<file path="config.mk">
export PLATFORM = sky130hd
export DESIGN_NAME = conv2d_mac
export DESIGN_NICKNAME = d
export VERILOG_FILES = /design/src/conv2d_pkg.sv /design/src/conv2d_mac.sv
export SDC_FILE = /design/constraint.sdc
export NUM_CORES = 1
export LEC_CHECK = 0
export ABC_AREA = 1
export BUFFER_PORTS_ARGS = -buffer_cell sky130_fd_sc_hd__buf_2
export CORE_MARGIN = 1
export CORE_UTILIZATION = 60
export CTS_BUF_LIST = sky130_fd_sc_hd__clkbuf_8
export CTS_CLUSTER_SIZE = 28
export DETAILED_ROUTE_END_ITERATION = 10
export PLACE_DENSITY = 0.82
export RECOVER_POWER = 100
export SYNTH_ARGS = -nofsm -noshare
export SYNTH_HDL_FRONTEND = slang
export SYNTH_SLANG_ARGS = --single-unit
export TNS_END_PERCENT = 5
</file>
<file path="constraint.sdc">
create_clock -name i_clk -period 7 [get_ports i_clk]
set_clock_uncertainty 0.15 [all_clocks]
set_input_delay 0.35 -clock i_clk [delete_from_list [all_inputs] [get_ports i_clk]]
set_output_delay 0.35 -clock i_clk [all_outputs]
set_load 0.01 [all_outputs]
</file>
<file path="src/conv2d_pkg.sv">
// ----------------------------------------------------------------------------
// conv2d_pkg
// Shared types, sizes and address helpers for the 3x3 same-padded
// multichannel convolution block.
// ----------------------------------------------------------------------------
package conv2d_pkg;

    // Kernel and storage geometry
    localparam int KERNEL_WIDTH    = 3;
    localparam int KERNEL_HEIGHT   = 3;
    localparam int MAX_WIDTH       = 32;
    localparam int MAX_HEIGHT      = 32;
    localparam int MAX_IN_CHANNELS = 64;
    localparam int MAX_FILTERS     = 64;

    localparam int TAPS      = KERNEL_WIDTH * KERNEL_HEIGHT;
    localparam int KW_HALF   = KERNEL_WIDTH / 2;
    localparam int KH_HALF   = KERNEL_HEIGHT / 2;
    localparam int IMG_DEPTH = MAX_IN_CHANNELS * MAX_HEIGHT * MAX_WIDTH;
    localparam int WGT_DEPTH = MAX_FILTERS * MAX_IN_CHANNELS * TAPS;
    localparam int IMG_AW    = $clog2(IMG_DEPTH);
    localparam int WGT_AW    = $clog2(WGT_DEPTH);

    // Datapath widths
    localparam int DATA_W = 16;
    localparam int PROD_W = 32;
    localparam int ACC_W  = 42;

    // Item kinds
    localparam logic [1:0] KIND_WR_PIXEL  = 2'd0;
    localparam logic [1:0] KIND_WR_WEIGHT = 2'd1;
    localparam logic [1:0] KIND_COMPUTE   = 2'd2;

    // Configuration register indexes
    localparam logic [1:0] CFG_IMAGE_WIDTH  = 2'd0;
    localparam logic [1:0] CFG_IMAGE_HEIGHT = 2'd1;
    localparam logic [1:0] CFG_IN_CHANNELS  = 2'd2;
    localparam logic [1:0] CFG_NUM_FILTERS  = 2'd3;

    // Register reset values
    localparam logic [5:0] RST_IMAGE_WIDTH  = 6'd32;
    localparam logic [5:0] RST_IMAGE_HEIGHT = 6'd32;
    localparam logic [6:0] RST_IN_CHANNELS  = 7'd3;
    localparam logic [6:0] RST_NUM_FILTERS  = 7'd64;

    typedef struct packed {
        logic [1:0]               kind;
        logic [5:0]               channel;
        logic [5:0]               filter_index;
        logic [4:0]               row;
        logic [4:0]               col;
        logic [1:0]               tap_row;
        logic [1:0]               tap_col;
        logic signed [DATA_W-1:0] value;
    } t_in_item;

    typedef struct packed {
        logic signed [ACC_W-1:0] out_value;
        logic [5:0]              out_filter;
        logic [4:0]              out_row;
        logic [4:0]              out_col;
        logic                    bad_request;
    } t_out_item;

    typedef enum logic [1:0] {
        S_IDLE,
        S_RUN,
        S_DRAIN,
        S_DONE
    } t_state;

    // Store write request
    typedef struct packed {
        logic              img_we;
        logic              wgt_we;
        logic [IMG_AW-1:0] img_addr;
        logic [WGT_AW-1:0] wgt_addr;
        logic [DATA_W-1:0] data;
    } t_mem_wr;

    // Store read addresses
    typedef struct packed {
        logic [IMG_AW-1:0] img_addr;
        logic [WGT_AW-1:0] wgt_addr;
    } t_mem_rd;

    // Multiply-accumulate control
    typedef struct packed {
        logic clear;
        logic valid;
    } t_mac_ctl;

    // Saturate a raw size register to the range 1..maxv
    function automatic logic [6:0] eff_size(input logic [6:0] raw, input int maxv);
        logic [6:0] res;
        if (raw == 7'd0) begin
            res = 7'd1;
        end else if (int'(raw) > maxv) begin
            res = 7'(maxv);
        end else begin
            res = raw;
        end
        return res;
    endfunction

    // Kernel position to linear tap number
    function automatic logic [3:0] tap_index(input logic [1:0] tr, input logic [1:0] tc);
        return 4'(tr) * 4'(KERNEL_WIDTH) + 4'(tc);
    endfunction

    // Channel-planar pixel address
    function automatic logic [IMG_AW-1:0] img_addr(input logic [5:0] ch,
                                                   input logic [4:0] r,
                                                   input logic [4:0] c);
        return IMG_AW'({ch, r, c});
    endfunction

    // Weight address: filter, channel, then tap
    function automatic logic [WGT_AW-1:0] wgt_addr(input logic [5:0] f,
                                                   input logic [5:0] ch,
                                                   input logic [3:0] tap);
        return WGT_AW'({f, ch}) * WGT_AW'(TAPS) + WGT_AW'(tap);
    endfunction

endpackage

</file>
<file path="src/conv2d_mac.sv">
// ----------------------------------------------------------------------------
// conv2d_mac
// Shared multiply-accumulate unit: one registered 16x16 product and one
// 42-bit accumulate per cycle.
// ----------------------------------------------------------------------------
module conv2d_mac (
    input  logic                                 i_clk,
    input  logic                                 i_rst_n,
    input  conv2d_pkg::t_mac_ctl                 i_ctl,
    input  logic [conv2d_pkg::DATA_W-1:0]        i_pixel,
    input  logic [conv2d_pkg::DATA_W-1:0]        i_weight,
    output logic signed [conv2d_pkg::ACC_W-1:0] o_acc,
    output logic                                 o_busy
);

    logic signed [conv2d_pkg::PROD_W-1:0] prod_c;
    logic signed [conv2d_pkg::PROD_W-1:0] r_prod;
    logic                                 r_prod_valid;
    logic signed [conv2d_pkg::ACC_W-1:0]  r_acc;

    // Q4.12 times Q4.12 gives Q8.24
    assign prod_c = conv2d_pkg::PROD_W'(signed'(i_pixel))
                  * conv2d_pkg::PROD_W'(signed'(i_weight));

    // Product stage
    always_ff @(posedge i_clk) begin
        if (!i_rst_n) begin
            r_prod_valid <= 1'b0;
        end else begin
            r_prod_valid <= i_ctl.valid;
        end
        r_prod <= prod_c;
    end

    // Accumulate stage; the sum of at most 576 products stays inside 42 bits
    always_ff @(posedge i_clk) begin
        if (i_ctl.clear) begin
            r_acc <= '0;
        end else if (r_prod_valid) begin
            r_acc <= r_acc + conv2d_pkg::ACC_W'(r_prod);
        end
    end

    assign o_acc  = r_acc;
    assign o_busy = r_prod_valid;

endmodule

</file>
; Word-level counts from Yosys, hierarchy flattened
; Cells that the tools add are included.
[word_totals]
reg_bits = 75
out_inout_bits = 43
elab_cells = 5
[classes]
add_sub_neg = 1
n_mul = 1
[op_table]
columns = operator, count
row1 = $add A42 B32 Y42, 1
row2 = $mul A16 B16 Y32, 1

; Longest topological paths before layout
; Gate-level depths: netlist (run 1).
[depth]
word_depth = 1
depth_mapped = 26
mapped_depth_nobuf = 24

; Least setup slack after synthesis (run 1)
; No wires, ideal clock.
[synth_path]
path_type = in2reg
startpoint = in i_weight[5] (netlist name)
endpoint = reg r_prod[28] (netlist name)
arrival_ns = 5.421
required_ns = 6.729
setup_slack_ns = 1.308
stages = 20
path_cell_list = clkbuf_1 clkbuf_1 nand2_1 fa_1 inv_1 fa_1 fa_1 fa_1 fa_1 inv_1 fa_1 inv_1 ha_1 a21oi_1 o21ai_0 a21oi_1 o21ai_0 a21oi_1 nand2_1 xor2_1
[synth_via]
elab_chain_cells = 1
[synth_lines]
columns = item, line
row1 = "start, declared", conv2d_mac.sv:11  ; input logic [conv2d_pkg::DATA_W-1:0] i_weight,
row2 = $mul A16 B16 Y32, conv2d_mac.sv:23  ; * conv2d_pkg::PROD_W'(signed'(i_weight));
row3 = "via prod_c, one bit", conv2d_mac.sv:16  ; logic signed [conv2d_pkg::PROD_W-1:0] prod_c;
row4 = "end signal, assigned", conv2d_mac.sv:32  ; r_prod <= prod_c;
row5 = "end, declared", conv2d_mac.sv:17  ; logic signed [conv2d_pkg::PROD_W-1:0] r_prod;
; The timed path passes the listed nets, and every way through them passes these cells.
; A chain may end at the register's enable or synchronous reset.

; Worst setup path in the final report (run 1)
[layout_path]
startpoint = in i_pixel[15] (netlist name)
endpoint = reg r_prod[28] (netlist name)
[layout_via]
elab_chain_cells = 1
[layout_lines]
columns = item, line
row1 = "start, declared", conv2d_mac.sv:10  ; input logic [conv2d_pkg::DATA_W-1:0] i_pixel,
row2 = $mul A16 B16 Y32, conv2d_mac.sv:23
row3 = "via prod_c, one bit", conv2d_mac.sv:16
; The timed path passes the listed nets, and every way through them passes these cells.

==> impl_metrics.csv, run 1 <==
group,metric,value,unit
finish,layout-drive-gt1-share,3.45,%
global_route,grt_pass1_vias,14085,
sta,fmax,162,MHz
logic_synthesis,synthTopCellsByArea,"fa_1 34%, inv_1 14%, nand2_1 13%",
sta,hold_violations,0,
finish,layout_commonest_cell,"inv_1",
setup_path,cp_max_fo,16,
sta,rsz0062_at_grt,"no",
clock_network,cts_sinks,75,
sta,fin_ws,811,ps
route,first_iter_violations,1077,
logic_synthesis,synth_cell_types,36,
finish,mostFrequentLayoutCells,"582 x inv_1, 557 x nand2_1, 263 x fa_1",
clock_network,htree_levels,3,
logic_synthesis,syn_area_per_cell,7.10,um^2
clock_network,cts_root_buffer,"clkbuf_8",
logic_synthesis,synth_fp_nets,2627,
placed_design,io_buffers,78,
sta,setup_viol,0,
logic_synthesis,synth.cell_area,0.0157,mm^2
die,die_x,164,um
setup_path,crit_path_end_kind,"flop",
route,wl_per_cell,15.6,um
sta,drv_slew,68,
setup_path,start_kind,"primary input",
sta,post-route-min-period,6190,ps
job,maxCapViolCount,1,
logic_synthesis,ys_warn_count,0,
die,num_rows,58,
placed_design,place_congestion,0.973,
sta,tightest_slew,3020,ps
placed_design,dpl_worst_slack,850,ps
finish,diodes,0,
clock_network,clk_pin_slew,90,ps
setup_path,crit_type,"in -> reg",
run_status,violations,"max-capacitance violations, max-slew violations",
clock_network,cts_buffers,9,
hold_path,hold_class,"in -> reg",
clock_network,tritoncts,"yes",
die,io_pins,79,
route,drt-total-wl,39.9,mm
global_route,antenna_found_initial,0,
logic_synthesis,syn_inst,2205,
global_route,gr-total-overflow,0,
placed_design,dpl.cell_count,2543,
sta,tns,0,ps
die,dieArea,0.0267,mm^2
run_status,outcome,"finished, violations left",
route,drcViolationCount,0,
global_route,grt_max_degree,68,
route,vias,13506,
logic_synthesis,ys.flop_type,"dfxtp_1",
logic_synthesis,synth-edff-count,0,
placed_design,hpwl,33.8,mm
finish,area_growth,4.46,%
die,core,0.0254,mm^2
logic_synthesis,synthArstFlopShare,0,%
setup_path,cp_data_arrival_time,6300,ps
route,drt.antenna.violating_nets,0,
finish,fin_cells,2561,
global_route,grt_pass1_wl,66.2,mm
setup_path,worst-endpoint-required,7110,ps
route,viasPerCell,5.27,
die,start_util,61.6,%
clock_network,cts_resized,0,
logic_synthesis,synth_top_area_share,33.6,%
finish,fin_util,64.4,%
finish,final_nets,2648,
sta,min_period_over_period,88.4,%
logic_synthesis,ys_ff_latch,75,
sta,slew_headroom,-102,%
route,drt-pass1-iter-count,7,
die,fp.dieH,164,um
logic_synthesis,seq_area_frac_synth,9.59,%
clock_network,insertion_delay,380,ps
clock_network,clock_path_buffers,2,
global_route,grt.total_usage,31.5,%
logic_synthesis,synth_area_leader_cell,"fa_1",
[worst max-delay path, cell delays in order]
cell and delay [ps]:
clkbuf_1 600, nand2_1 220, inv_1 180, fa_1 560, fa_1 900, fa_1 540, fa_1 510, fa_1 490
inv_1 50, fa_1 470, inv_1 40, ha_1 350, a21oi_1 290, o21ai_0 160, a21oi_1 140, o21ai_0 110
a21oi_1 120, nand2_1 70, xor2_1 140
[cells by family (layout without fill, tap and decap cells)]
| family | after synthesis | after routing | share of synthesized area (%) |
|---|---|---|---|
| compound gates | 180 | 180 | 6.47 |
| simple gates | 852 | 852 | 21.6 |
| buf+inv | 656 | 682 | 15.7 |
| fa+ha+maj | 386 | 386 | 43.5 |
| flops | 75 | 75 | 9.59 |
| xor+xnor | 56 | 56 | 3.13 |
[metrics by stage]
step	hold slack, ps	area [um^2]
5_1_grt	254	16400
2_1_floorplan	293	15700
3_5_place_dp	339	16200
6_report	214	16400
4_1_cts	206	16400
3_3_place_gp	315	16200
[synthesized netlist by cell type, types with 4 or more instances]
cell      instances
fa_1            263
clkbuf_1         68
inv_1           582
a21o_1            4
nor2_1          197
a21oi_2           5
ha_1            123
or2_2             4
o211ai_1          4
nand4_1          16
o21ai_1          16
nand3_1          59
xnor2_1          22
nor2_2            4
nor3_1            6
o21ai_0          47
nand2_1         557
o21bai_1          8
xor2_1           34
dfxtp_1          75
a21oi_1          80
[layer usage]
metal  GRT usage, %  wire (um)  vias to the layer above
met4           11.4       1270                        0
met2           55.5      19400                      526
li1               -          -                     6466
met1           38.6      16300                     6414
met3           5.33       2970                      100
met5              0          0                        -
[final timing paths]
check,slack [ps],depth (start not counted),to,startpoint
max,810,19,r_prod[28],i_pixel[15]
min,210,3,r_prod[0],i_weight[0]
max reg2reg,2510,4,o_acc[6],o_busy
min reg2reg,350,2,o_acc[0],o_acc[0]
[registers in the layout, summed over array words and instances (netlist names)]
register  count
o_busy        1
o_acc        42
r_prod       32
[what timing repair did]
item / 4_1_cts / 5_1_grt
hold buffers: 2 / 0
hold endpoints to repair: 1 / 0
buffers inserted: 0 / 0
[area by class of cell]
cell class	instances	area (um^2)
fill	2343	9050
clock inverter	7	82.6
inverter	585	2200
timing repair buffer	81	358
sequential	75	1500
clock buffer	9	124
tap	330	413
multi-input combinational	1474	11700
Power of run 1 is not shown: default switching activity piles up to over one toggle a cycle in this logic, so the estimate is an artifact.
==> inputs of run 2 (changes only) <==
--- a/config.mk
+++ b/config.mk
@@ -5,14 +5,14 @@
 export SDC_FILE = /design/constraint.sdc
 export NUM_CORES = 1
 export LEC_CHECK = 0
-export ABC_AREA = 1
+export ABC_AREA = 0
 export BUFFER_PORTS_ARGS = -buffer_cell sky130_fd_sc_hd__buf_2
 export CORE_MARGIN = 1
 export CORE_UTILIZATION = 60
 export CTS_BUF_LIST = sky130_fd_sc_hd__clkbuf_8
 export CTS_CLUSTER_SIZE = 28
 export DETAILED_ROUTE_END_ITERATION = 10
-export PLACE_DENSITY = 0.82
+export PLACE_DENSITY = 0.83
 export RECOVER_POWER = 100
 export SYNTH_ARGS = -nofsm -noshare
 export SYNTH_HDL_FRONTEND = slang
==> run 2 against run 1 <==
  * The run still ends with max-capacitance violations, max-slew violations left
  * Synthesized area down 8.3%
  * Highest routed layer is now met5
  * Die area fell by 8.2%
  * Hold slack got worse by 190 ps
  * Critical endpoint is now r_prod[31]
  * Sequential share of layout area is 0.81 points higher
  * Non-clock buffer count increased by 2
==> impl_metrics.csv, run 2 <==
group,metric,value,unit
run_status,outcome,"finished, violations left",
run_status,violations,"max-capacitance violations, max-slew violations",
global_route,antenna_found_initial,2,
route,drt.antenna.violating_nets,0,
die,io_pins,79,
finish,final_nets,2075,
route,drcViolationCount,0,
global_route,grt_pass1_vias,11556,
setup_path,cp_data_arrival_time,6680,ps
clock_network,cts_root_buffer,"clkbuf_8",
sta,fmax,152,MHz
route,vias,11255,
job,maxCapViolCount,1,
sta,rsz0062_at_grt,"no",
die,dieArea,0.0245,mm^2
clock_network,clk_pin_slew,90,ps
setup_path,crit_path_end_kind,"flop",
route,first_iter_violations,714,
setup_path,worst-endpoint-required,7100,ps
finish,diodes,0,
placed_design,hpwl,29.0,mm
die,core,0.0235,mm^2
logic_synthesis,ys_warn_count,0,
sta,tns,0,ps
sta,min_period_over_period,94.1,%
die,start_util,61.1,%
placed_design,io_buffers,78,
route,drt-pass1-iter-count,6,
die,die_x,157,um
logic_synthesis,synth_area_leader_cell,"fa_1",
global_route,grt_max_degree,48,
finish,largest_register_ffs,42,
clock_network,cts_hold_buf,0,
logic_synthesis,ys_ff_latch,75,
logic_synthesis,synth_fp_nets,2042,
finish,mostFrequentLayoutCells,"306 x inv_1, 263 x fa_1, 175 x nand2_1",
route,viasPerCell,5.70,
logic_synthesis,synthArstFlopShare,0,%
finish,area_growth,4.69,%
sta,slew_headroom,-61.3,%
finish,layout_commonest_cell,"inv_1",
clock_network,htree_levels,3,
sta,tightest_slew,2420,ps
sta,drv_slew,42,
setup_path,cp_max_fo,9,
finish,layout-drive-gt1-share,3.62,%
logic_synthesis,synth.cell_area,0.0144,mm^2
clock_network,tritoncts,"yes",
finish,fin_cells,1976,
sta,post-route-min-period,6590,ps
logic_synthesis,synthTopCellsByArea,"fa_1 37%, ha_1 11%, dfxtp_1 10%",
die,fp.dieH,157,um
logic_synthesis,synth_cell_types,66,
clock_network,cts_buffers,9,
global_route,gr-total-overflow,0,
logic_synthesis,yosysMostFrequentCell,"inv_1",
setup_path,start_kind,"primary input",
logic_synthesis,synth_common_cells,"305 x inv_1, 263 x fa_1, 175 x nand2_1, 127 x and2_1, 123 x ha_1",
route,wl_per_cell,17.7,um
clock_network,cts_setup_buffers,0,
setup_path,crit_type,"in -> reg",
global_route,grt.total_usage,30.1,%
clock_network,insertion_delay,370,ps
clock_network,cts_sinks,75,
logic_synthesis,synth-edff-count,0,
die,num_rows,56,
route,drt-total-wl,34.9,mm
logic_synthesis,synth_top_area_share,36.7,%
logic_synthesis,syn_inst,1620,
global_route,grt_pass1_wl,56.9,mm
logic_synthesis,syn_area_per_cell,8.86,um^2
logic_synthesis,ys.flop_type,"dfxtp_1",
sta,setup_viol,0,
hold_path,hold_class,"in -> reg",
logic_synthesis,seq_area_frac_synth,10.5,%
placed_design,place_congestion,0.945,
sta,hold_violations,0,
clock_network,clock_path_buffers,2,
placed_design,dpl.cell_count,1961,
clock_network,cts_resized,0,
==> run 2: per-stage QoR <==
stage               utilization, %  area (um^2)  hold slack [ps]  worst slack, ps
floorplan                        -        14400              322              788
CTS                           64.4        15100             14.1              666
finish                        64.0        15000             26.4              415
global placement              63.7        14900              338              417
detailed placement            63.7        14900              348              306
global route                  64.0        15000             13.9              177
==> run 2: area by class of cell <==
| type | instances | area (um^2) |
|---|---|---|
| multi-input combinational | 1179 | 11400 |
| fill | 1977 | 8450 |
| inverter | 305 | 1140 |
| tap | 319 | 399 |
| clock inverter | 6 | 42.5 |
| sequential | 75 | 1500 |
| timing repair buffer | 83 | 365 |
| clock buffer | 9 | 124 |
==> run 2: worst max-delay path, stage by stage <==
cell	delay, ps
clkbuf_1	510
clkbuf_1	420
nand2_1	160
fa_1	450
inv_1	90
fa_1	440
ha_1	210
fa_1	480
inv_1	60
fa_1	480
fa_1	490
inv_1	40
ha_1	330
o211ai_1	260
a21oi_1	120
a221oi_2	560
nor2_1	140
o311ai_1	380
a211oi_1	150
o31a_1	320
o21ai_0	150
o31ai_1	80
==> run 2: final timing paths <==
| check | slack (ps) | end | cells past startpoint | startpoint |
|---|---|---|---|---|
| max | 410 | r_prod[31] | 22 | i_pixel[2] |
| max reg2reg | 3230 | o_acc[36] | 12 | o_acc[0] |
| min reg2reg | 360 | o_acc[36] | 2 | o_acc[36] |
| min | 30 | o_busy | 2 | i_ctl[0] |
==> run 2: metal layers <==
layer / share of wire (%) / vias up / track usage (%)
li1: - / 5165 / -
met2: 50 / 415 / 52.1
met5: 0.037 / - / 0
met1: 40 / 5576 / 38.1
met3: 6.0 / 97 / 4.15
met4: 3.5 / 2 / 11.5
==> run 2: kinds of logic (layout without fill, tap and decap cells) <==
group | count (synthesis) | in the layout | share of synthesized area (%)
multiplexers | 24 | 24 | 1.67
AO/OA/AOI/OAI | 229 | 229 | 10.9
AND/OR/NAND/NOR | 474 | 474 | 15.9
adder cells (fa/ha/maj) | 386 | 386 | 47.4
buffers and inverters | 366 | 403 | 9.57
XOR/XNOR | 66 | 66 | 4.03
flip-flops | 75 | 75 | 10.5
Power of run 2 is left out for the same reason.
==> inputs of run 3 (changes only) <==
==> constraint.sdc (replaced) <==
create_clock -name i_clk -period 7 [get_ports i_clk]
set_clock_uncertainty 0.15 [all_clocks]
set_input_delay 0.7 -clock i_clk [delete_from_list [all_inputs] [get_ports i_clk]]
set_output_delay 0.7 -clock i_clk [all_outputs]
set_load 0.01 [all_outputs]
==> run 3 against run 2 <==
  * The flow still finishes with violations (max-capacitance violations, max-slew violations)
  * Cell count up 0.81%
  * Via count grew 1.7%
  * Hold slack improved by 340 ps
  * Final area grew 0.92%
  * Critical path type unchanged
==> impl_metrics.csv, run 3 (synthesized netlist as in run 2, its figures left out) <==
group,metric,value,unit
run_status,outcome,"finished, violations left",
run_status,violations,"max-capacitance violations, max-slew violations",
setup_path,crit_type,"in -> reg",
route,drt.antenna.violating_nets,0,
die,num_rows,56,
finish,layout-drive-gt1-share,4.54,%
die,start_util,61.1,%
hold_path,hold_class,"in -> reg",
sta,slew_headroom,-71.4,%
hold_path,whs_path_depth,2,
clock_network,cts_buffers,9,
hold_path,hold_start,"i_ctl[0]",
die,fp.dieH,157,um
die,dieArea,0.0245,mm^2
clock_network,cts_root_buffer,"clkbuf_8",
global_route,gr-total-overflow,0,
clock_network,cts_resized,0,
route,wl_per_cell,17.7,um
route,viasPerCell,5.74,
setup_path,r2r-start,"o_busy",
job,maxCapViolCount,1,
finish,diodes,0,
finish,largest_register_ffs,42,
clock_network,cts_sinks,75,
setup_path,crit_buf_inv,6,
setup_path,reg2reg_slack,3250,ps
setup_path,r2r-end,"o_acc[38]",
route,drcViolationCount,0,
sta,setup_viol,0,
global_route,grt_pass1_vias,11642,
setup_path,start_kind,"primary input",
global_route,grt_max_degree,48,
finish,mostFrequentLayoutCells,"305 x inv_1, 263 x fa_1, 175 x nand2_1",
setup_path,cp_data_arrival_time,6680,ps
sta,tns,0,ps
clock_network,insertion_delay,380,ps
route,vias,11441,
sta,fmax,152,MHz
setup_path,r2r_cells,3,
clock_network,tritoncts,"yes",
setup_path,crit_family,"adder cells",
die,io_pins,79,
clock_network,cts_setup_buffers,0,
hold_path,hold_end,"o_busy",
global_route,grt_pass1_wl,56.8,mm
setup_path,crit_path_end_kind,"flop",
finish,fillerInstances,1924,
die,core,0.0235,mm^2
global_route,antenna_found_initial,0,
clock_network,clock_path_buffers,2,
sta,drv_slew,42,
global_route,grt.total_usage,30.0,%
clock_network,clk_pin_slew,100,ps
sta,min_period_over_period,93.9,%
die,die_x,157,um
finish,final_nets,2090,
sta,rsz0062_at_grt,"no",
sta,tightest_slew,2570,ps
setup_path,path_cells,"buf_2 -> clkbuf_1 -> and2_0 -> fa_1 -> fa_1 -> ha_1 -> inv_1 -> fa_1 -> inv_1 -> fa_1 -> inv_1 -> fa_1 -> inv_1 -> ha_1 -> a2111oi_0 -> o21a_1 -> o21bai_1 -> a21oi_1 -> nor2b_1 -> o31ai_1 -> mux2i_1 -> nand2_1",
placed_design,place_congestion,0.935,
sta,hold_violations,0,
clock_network,cts_hold_buf,0,
setup_path,worst-endpoint-required,7110,ps
sta,post-route-min-period,6570,ps
placed_design,io_buffers,78,
finish,area_growth,5.66,%
route,drt-total-wl,35.3,mm
setup_path,cp_max_fo,10,
placed_design,hpwl,29.5,mm
finish,layout_commonest_cell,"inv_1",
setup_path,max_stage_delay,560,ps
setup_path,cp_common_cell,"fa_1",
clock_network,htree_levels,3,
route,drt-pass1-iter-count,7,
setup_path,cp_slowest_cell,"a2111oi_0",
route,first_iter_violations,865,
[run 3: cell types whose count changed in the layout (fill, tap and decap cells not counted)]
cell / change
inv_8: +2
inv_1: -1
o21ai_1: -1
clkbuf_1: +1
clkinv_2: -1
clkinv_8: +1
buf_4: +14
o21ai_0: +1
[run 3: how the worst max path moves through the flow]
stage                      startpoint    endpoint  slack [ps]  cells after the start
after global placement    i_weight[1]  r_prod[31]         260                     22
after CTS                 i_weight[1]  r_prod[31]         480                     24
after detailed placement  i_weight[1]  r_prod[31]          90                     24
after global routing       i_pixel[2]  r_prod[31]          90                     24
final                      i_pixel[2]  r_prod[16]         430                     22
after floorplan           i_weight[1]  r_prod[31]         440                     22
[run 3: layout make-up]
cell class,count,area (um^2),area share (%)
Tap cell,319,399,2.63
Timing Repair Buffer,98,474,3.13
Sequential cell,75,1500,9.90
Inverter,305,1140,7.55
Clock inverter,7,72.6,0.479
Clock buffer,9,124,0.817
Multi-Input combinational cell,1179,11400,75.5
[run 3: routing by layer]
| metal | GRT usage [%] | vias up | share of wire, % |
|---|---|---|---|
| met4 | 13.3 | 0 | 4.2 |
| met5 | 0 | - | 0 |
| met2 | 53.5 | 443 | 51 |
| met3 | 2.80 | 115 | 5.7 |
| met1 | 37.0 | 5696 | 40 |
| li1 | - | 5187 | - |
[run 3: per-stage QoR]
step	hold slack [ps]	area, um^2	util [%]	cells	setup slack, ps
floorplan	366	14400	-	1620	438
global placement	339	15100	64.2	1976	257
detailed placement	350	15100	64.2	1976	85.3
CTS	351	15300	65.0	1992	479
global route	365	15200	64.6	1992	90.8
finish	363	15200	64.6	1992	430
Power of run 3 is left out for the same reason.
